<file path="src/rtl/wrc_pkg.sv">
`timescale 1ns / 1ps
// ----------------------------------------------------------------------------
// wrc_pkg
// shared types, constants and the crc byte function of the log record checker
// ----------------------------------------------------------------------------
package wrc_pkg;

    localparam int PAYLOAD_BYTES      = 96;
    localparam int PATH_ELEMENT_BYTES = 8;
    localparam int NEED_W             = 16;

    localparam logic [31:0] CRC_POLY  = 32'hEDB8_8320;
    localparam logic [31:0] CRC_ONES  = 32'hFFFF_FFFF;
    localparam logic [31:0] MIN_TOTAL = 32'd10;
    localparam logic [31:0] CRC_TAIL  = 32'd8;
    localparam logic [7:0]  OP_INSERT = 8'd1;
    localparam logic [7:0]  OP_REMOVE = 8'd2;

    typedef logic [NEED_W-1:0] t_need;

    typedef enum logic [2:0] {
        ST_OK     = 3'd0,
        ST_SHORT  = 3'd1,
        ST_TRUNC  = 3'd2,
        ST_CRC    = 3'd3,
        ST_OPCODE = 3'd4,
        ST_EMPTY  = 3'd5,
        ST_SIZE   = 3'd6
    } t_status;

    typedef struct packed {
        t_status     status;
        logic [7:0]  opcode;
        logic [7:0]  path_count;
        logic [31:0] record_bytes;
        logic [31:0] good_prefix_bytes;
        logic        stream_done;
    } t_result;

    function automatic logic [31:0] crc_byte(input logic [31:0] c_in, input logic [7:0] b);
        logic [31:0] c;
        c = c_in ^ {24'd0, b};
        for (int k = 0; k < 8; k++) begin
            c = (c >> 1) ^ (CRC_POLY & {32{c[0]}});
        end
        return c;
    endfunction

endpackage

</file>
<file path="src/rtl/wrc_parser.sv">
`timescale 1ns / 1ps
// ----------------------------------------------------------------------------
// wrc_parser
// per-byte record state, crc update and verdict generation
// ----------------------------------------------------------------------------
module wrc_parser (
    input  logic             i_clk,
    input  logic             i_rst_n,
    input  logic             i_accept,
    input  logic [7:0]       i_byte,
    input  logic             i_last,
    output logic             o_res_valid,
    output wrc_pkg::t_result o_res
);

    logic [31:0] r_pos, n_pos;
    logic [31:0] r_len, n_len;
    logic [31:0] r_crc, n_crc;
    logic [31:0] r_rcv, n_rcv;
    logic [7:0]  r_op, n_op;
    logic [7:0]  r_pc, n_pc;
    logic [31:0] r_acc, n_acc;
    logic        r_halt, n_halt;

    logic [31:0] w_idx;
    logic [31:0] w_body;
    logic [31:0] w_pos_inc;
    logic [31:0] w_tail_off;
    logic [32:0] w_sum;
    wrc_pkg::t_need w_need;
    wrc_pkg::t_status w_status;

    always_comb begin
        n_pos      = r_pos;
        n_len      = r_len;
        n_crc      = r_crc;
        n_rcv      = r_rcv;
        n_op       = r_op;
        n_pc       = r_pc;
        n_acc      = r_acc;
        n_halt     = r_halt;
        o_res_valid = 1'b0;
        o_res      = '0;
        w_status   = wrc_pkg::ST_OK;
        w_idx      = r_pos - 32'd4;
        w_body     = r_len - wrc_pkg::CRC_TAIL;
        w_pos_inc  = r_pos + 32'd1;
        w_tail_off = r_pos - r_len;
        w_sum      = {1'b0, r_acc} + {1'b0, r_len};
        w_need     = wrc_pkg::t_need'(2)
                   + wrc_pkg::t_need'(r_pc) * wrc_pkg::t_need'(wrc_pkg::PATH_ELEMENT_BYTES)
                   + ((r_op == wrc_pkg::OP_INSERT) ? wrc_pkg::t_need'(wrc_pkg::PAYLOAD_BYTES)
                                                    : wrc_pkg::t_need'(0));

        if (i_accept && !r_halt) begin
            n_pos = w_pos_inc;
            if (r_pos[31:2] == 30'd0) begin
                case (r_pos[1:0])
                    2'd0:    n_len[7:0]   = i_byte;
                    2'd1:    n_len[15:8]  = i_byte;
                    2'd2:    n_len[23:16] = i_byte;
                    default: n_len[31:24] = i_byte;
                endcase
                if (r_pos[1:0] == 2'd3 && n_len < wrc_pkg::MIN_TOTAL) begin
                    o_res_valid = 1'b1;
                    w_status    = wrc_pkg::ST_SHORT;
                    n_halt      = 1'b1;
                end else if (i_last) begin
                    o_res_valid = 1'b1;
                    w_status    = wrc_pkg::ST_TRUNC;
                end
            end else begin
                if (w_idx < w_body) begin
                    n_crc = wrc_pkg::crc_byte(r_crc, i_byte);
                    if (w_idx == 32'd0) begin
                        n_op = i_byte;
                    end else if (w_idx == 32'd1) begin
                        n_pc = i_byte;
                    end
                end else begin
                    case (w_tail_off[1:0])
                        2'd0:    n_rcv[7:0]   = i_byte;
                        2'd1:    n_rcv[15:8]  = i_byte;
                        2'd2:    n_rcv[23:16] = i_byte;
                        default: n_rcv[31:24] = i_byte;
                    endcase
                end
                if (w_pos_inc == r_len) begin
                    o_res_valid = 1'b1;
                    if ((r_crc ^ wrc_pkg::CRC_ONES) != n_rcv) begin
                        w_status = wrc_pkg::ST_CRC;
                    end else if (r_op != wrc_pkg::OP_INSERT && r_op != wrc_pkg::OP_REMOVE) begin
                        w_status = wrc_pkg::ST_OPCODE;
                    end else if (r_pc == 8'd0) begin
                        w_status = wrc_pkg::ST_EMPTY;
                    end else if (w_body != {{(32 - wrc_pkg::NEED_W){1'b0}}, w_need}) begin
                        w_status = wrc_pkg::ST_SIZE;
                    end else begin
                        w_status = wrc_pkg::ST_OK;
                    end
                    if (w_status == wrc_pkg::ST_OK) begin
                        n_acc = w_sum[32] ? 32'hFFFF_FFFF : w_sum[31:0];
                    end else begin
                        n_halt = 1'b1;
                    end
                end else if (i_last) begin
                    o_res_valid = 1'b1;
                    w_status    = wrc_pkg::ST_TRUNC;
                end
            end

            o_res.status            = w_status;
            o_res.opcode            = n_op;
            o_res.path_count        = n_pc;
            o_res.record_bytes      = n_len;
            o_res.good_prefix_bytes = n_acc;
            o_res.stream_done       = i_last;

            if (o_res_valid && w_status == wrc_pkg::ST_OK) begin
                n_pos = '0;
                n_len = '0;
                n_crc = wrc_pkg::CRC_ONES;
                n_rcv = '0;
                n_op  = '0;
                n_pc  = '0;
            end
        end

        if (i_accept && i_last) begin
            n_pos  = '0;
            n_len  = '0;
            n_crc  = wrc_pkg::CRC_ONES;
            n_rcv  = '0;
            n_op   = '0;
            n_pc   = '0;
            n_acc  = '0;
            n_halt = 1'b0;
        end
    end

    always_ff @(posedge i_clk) begin
        if (!i_rst_n) begin
            r_pos  <= '0;
            r_len  <= '0;
            r_crc  <= wrc_pkg::CRC_ONES;
            r_rcv  <= '0;
            r_op   <= '0;
            r_pc   <= '0;
            r_acc  <= '0;
            r_halt <= 1'b0;
        end else begin
            r_pos  <= n_pos;
            r_len  <= n_len;
            r_crc  <= n_crc;
            r_rcv  <= n_rcv;
            r_op   <= n_op;
            r_pc   <= n_pc;
            r_acc  <= n_acc;
            r_halt <= n_halt;
        end
    end

endmodule

</file>
<file path="config.mk">
export PLATFORM = sky130hd
export DESIGN_NAME = wrc_parser
export DESIGN_NICKNAME = d
export VERILOG_FILES = /design/src/rtl/wrc_pkg.sv /design/src/rtl/wrc_parser.sv
export SDC_FILE = /design/constraint.sdc
export NUM_CORES = 1
export LEC_CHECK = 0
export BUFFER_PORTS_ARGS = -buffer_cell sky130_fd_sc_hd__buf_2
export CAP_MARGIN = 20
export CORE_AREA = 2 2 160 162
export DETAILED_ROUTE_END_ITERATION = 10
export DIE_AREA = 0 0 162 164
export MAX_ROUTING_LAYER = met4
export PLACE_DENSITY = 0.78
export SYNTH_ARGS = -nofsm -noshare
export SYNTH_HDL_FRONTEND = slang
export SYNTH_SLANG_ARGS = --single-unit
</file>
<file path="constraint.sdc">
create_clock -name i_clk -period 7.8 [get_ports i_clk]
set_clock_uncertainty 0.05 [all_clocks]
set_input_delay 0.39 -clock i_clk [delete_from_list [all_inputs] [get_ports i_clk]]
set_output_delay 0.39 -clock i_clk [all_outputs]
set_load 0.05 [all_outputs]
</file>
==> impl_metrics.yaml <==
run_status:
  outcome: "finished clean"
power:
  power.switching_w: 0.000830
  powerDensity_mw_per_mm2: 149
  p_leak_nw: 6.77
  p_clk_share_pct: 37.8
  combPwrFrac_pct: 24.1
  irDropWorstVdd_v: 0.000126
  internal_power_w: 0.00157
  p_seq_share_pct: 38.2
  swShare_pct: 34.5
detailed_routing:
  routed-wl-met3_um: 3810
  dr.pass1.iters: 6
  wirelength_um: 46300
  topRoutingLayerUsed: "met4"
  initialDrtViolationCount: 1574
  vias: 14300
  ant_nets: 0
  vias_per_cell: 6.41
  wl_per_cell_um: 20.7
  wl_met1_um: 18800
  drc: 0
  wl_met2_um: 21200
timing:
  finalHoldViolCount: 0
  min_period_ns: 7.45
  setup_viol: 0
  slew_headroom_pct: 33.1
  post-route-period-util_pct: 95.6
  hold_ws_ns: 0.420
  tightest_slew_ns: 1.00
  fmaxAchievable_mhz: 134
  setup_slack_ns: 0.347
  setup_tns_ns: 0
  slew_viol_final: 0
global_routing:
  grt_max_degree: 97
  track_usage_pct: 35.0
  grt_antenna_before_repair: 1
  gr-total-overflow: 0
  grt_pass1_vias: 13100
  grt_pass1_wl_um: 71300
synth:
  syn_nets: 1956
  syn_area_per_cell_sq_um: 7.87
  seq_area_frac_synth_pct: 24.1
  synth_edf_count: 0
  postSynth.asyncResetShare_pct: 0
  syn_inst: 1867
  netlist_area_sq_mm: 0.0147
  synthDistinctLibCells: 74
  synth-seq-cells: 177
  synthFlopType: "dfxtp_1"
  yosysWarnings: 0
finish:
  area_growth_pct: 9.63
  drive_above_1_share_pct: 12.9
  nNetsFinal: 1977
  nFillCells: 2202
floorplan:
  core_sq_mm: 0.0248
  io_pins: 97
  die_h_um: 164
  fp.dieArea_sq_mm: 0.0266
  rows: 58
  start_util_pct: 59.2
  die_w_um: 162
clock_network:
  tritoncts: "done"
  clock_path_buffers: 2
  cts.sinks: 177
  clock-root-buffer: "clkbuf_16"
  cts_hold_buf: 0
  clkLatencyLatePin_ns: 0.46
  cts.clk_slew.worst_paths_ns: 0.08
  cts_made_buffers: 17
  htree_levels: 4
critical_path:
  crit_arrival_ns: 7.01
  reg2reg_from: "r_pos[3]$_SDFFE_PP0P_"
  worstPathRequired_ns: 7.36
  cp-start-kind: "flip-flop"
  r2r_cells: 24
  worst-setup-path-type: "flip-flop to output port"
  worstReg2RegEnd: "r_crc[14]$_SDFFE_PP1P_"
  crit_path_start: "r_pos[3]$_SDFFE_PP0P_"
  crit_end: "o_res[16]"
  worst-r2r-setup-slack_ns: 0.75
  cp-end-kind: "output port"
  cp_max_fo: 29
placed_design:
  place_ws_ns: -0.0515
  place.gp.congestion: 1.01
  dp_hpwl_um: 32800
  io_buffers: 96
hold_path:
  hp-class: "input port to flip-flop"
flow_run:
  maxCapViolCount: 0
-- layer usage --
metal	GRT usage, %	up-vias
li1	-	6615
met1	43.1	6775
met2	55.8	739
met3	5.73	182
met4	17.6	0
met5	-	-
-- stage by stage --
stage / instances / power [W] / utilization [%] / area, sq um
after CTS: 2218 / 0.00237 / 64.2 / 15900
after global routing: 2232 / 0.00248 / 64.9 / 16100
after global placement: 2184 / 0.00146 / 61.6 / 15300
after detailed placement: 2184 / 0.00147 / 61.6 / 15300
after floorplan: 1867 / 0.00135 / - / 14700
final: 2232 / 0.00240 / 64.9 / 16100
-- synth_stat cells (32+ instances only) --
library cell / instances / area share (%)
xor2_1: 88 / 5.2
nand3_1: 67 / 2.3
ha_1: 74 / 6.3
xnor2_1: 171 / 10
clkbuf_1: 97 / 2.5
nor2b_1: 33 / 1.4
a211oi_1: 32 / 1.6
nand2_1: 176 / 4.5
dfxtp_1: 177 / 24
mux2i_1: 114 / 7.8
a21oi_1: 105 / 3.6
nor3_1: 50 / 1.7
nor4_1: 36 / 1.5
inv_1: 34 / 0.87
nor2_1: 235 / 6.0
o21ai_0: 35 / 1.2
-- power by group through the flow --
stage	Combinational (W)	Clock, W	Sequential (W)
6_report	0.000579	0.000908	0.000917
5_1_grt	0.000621	0.000946	0.000917
4_1_cts	0.000541	0.000911	0.000916
3_5_place_dp	0.000533	0	0.000938
3_3_place_gp	0.000520	0	0.000938
2_1_floorplan	0.000415	0	0.000932
-- cells by family after synthesis --
group / share of synthesized area, %
AND/OR/NAND/NOR: 24.5
AO/OA/AOI/OAI: 16.3
XOR/XNOR: 15.7
flip-flops: 24.1
buffers and inverters: 4.95
multiplexers: 7.76
adder cells (fa/ha/maj): 6.71
-- worst min path at each step --
stage	slack, ns	cells past startpoint	from	to
3_5_place_dp	0.43	2	r_rcv[7]$_SDFFE_PP0P_	r_rcv[7]$_SDFFE_PP0P_
5_1_grt	0.42	3	i_byte[1]	r_len[25]$_SDFFE_PP0P_
6_report	0.42	3	i_byte[1]	r_len[25]$_SDFFE_PP0P_
2_1_floorplan	0.41	2	r_rcv[0]$_SDFFE_PP0P_	r_rcv[0]$_SDFFE_PP0P_
4_1_cts	0.38	4	i_rst_n	r_halt$_SDFFE_PP0P_
3_3_place_gp	0.42	2	r_rcv[0]$_SDFFE_PP0P_	r_rcv[0]$_SDFFE_PP0P_
-- cells in the final DEF (no fill, tap or decap), types with 34 or more instances in the layout --
master   instances
xor2_1          88
a21oi_1        104
nand3_1         67
mux2i_1        113
ha_1            74
buf_4           43
dfxtp_1        177
nor2_1         235
xnor2_1        171
nand2_1        173
nor4_1          34
buf_2           95
o21ai_0         35
inv_1           34
nor3_1          49
-- flip-flops by register name, summed over array words and instances (netlist names) --
signal,cells
r_pos,32
r_pc,8
r_len,32
r_crc,32
r_halt,1
r_op,8
r_acc,32
r_rcv,32
-- critical path, stage by stage, from the launching register on --
cell,delay (ns)
dfxtp_1,0.40
inv_1,0.14
ha_1,0.22
or4b_2,0.72
nor4_4,0.34
and2_1,0.25
nand2_1,0.13
or4_1,0.43
xnor2_1,0.16
ha_1,0.33
nand4_1,0.18
nor4_2,0.35
o311ai_0,0.21
a21oi_2,0.21
buf_4,0.18
o21ai_4,0.12
mux2i_1,0.16
xnor2_1,0.37
nand4_1,0.22
nor4_4,0.36
and3_4,0.45
buf_4,0.21
o211a_1,0.15
buf_2,0.26
-- cell type report --
| type | count | area [sq um] | share of cell area, % |
|---|---|---|---|
| multi-input cells | 1515 | 10500 | 65.4 |
| repair buffers | 143 | 881 | 5.47 |
| clock inverters | 14 | 175 | 1.09 |
| clock buffers | 18 | 439 | 2.73 |
| diodes | 1 | 2.50 | 0.0155 |
| inverters | 34 | 128 | 0.792 |
| flip-flops and latches | 177 | 3540 | 22.0 |
| well taps | 330 | 413 | 2.56 |
-- repair_timing --
item                       CTS  global route
setup buffers                2            12
gates cloned                 0             0
hold endpoints to repair     0             0
setup endpoints to repair   67            67
resized for setup            6            10
pin swaps                    1             5
Note: power is estimated with default switching activity, not from simulation.
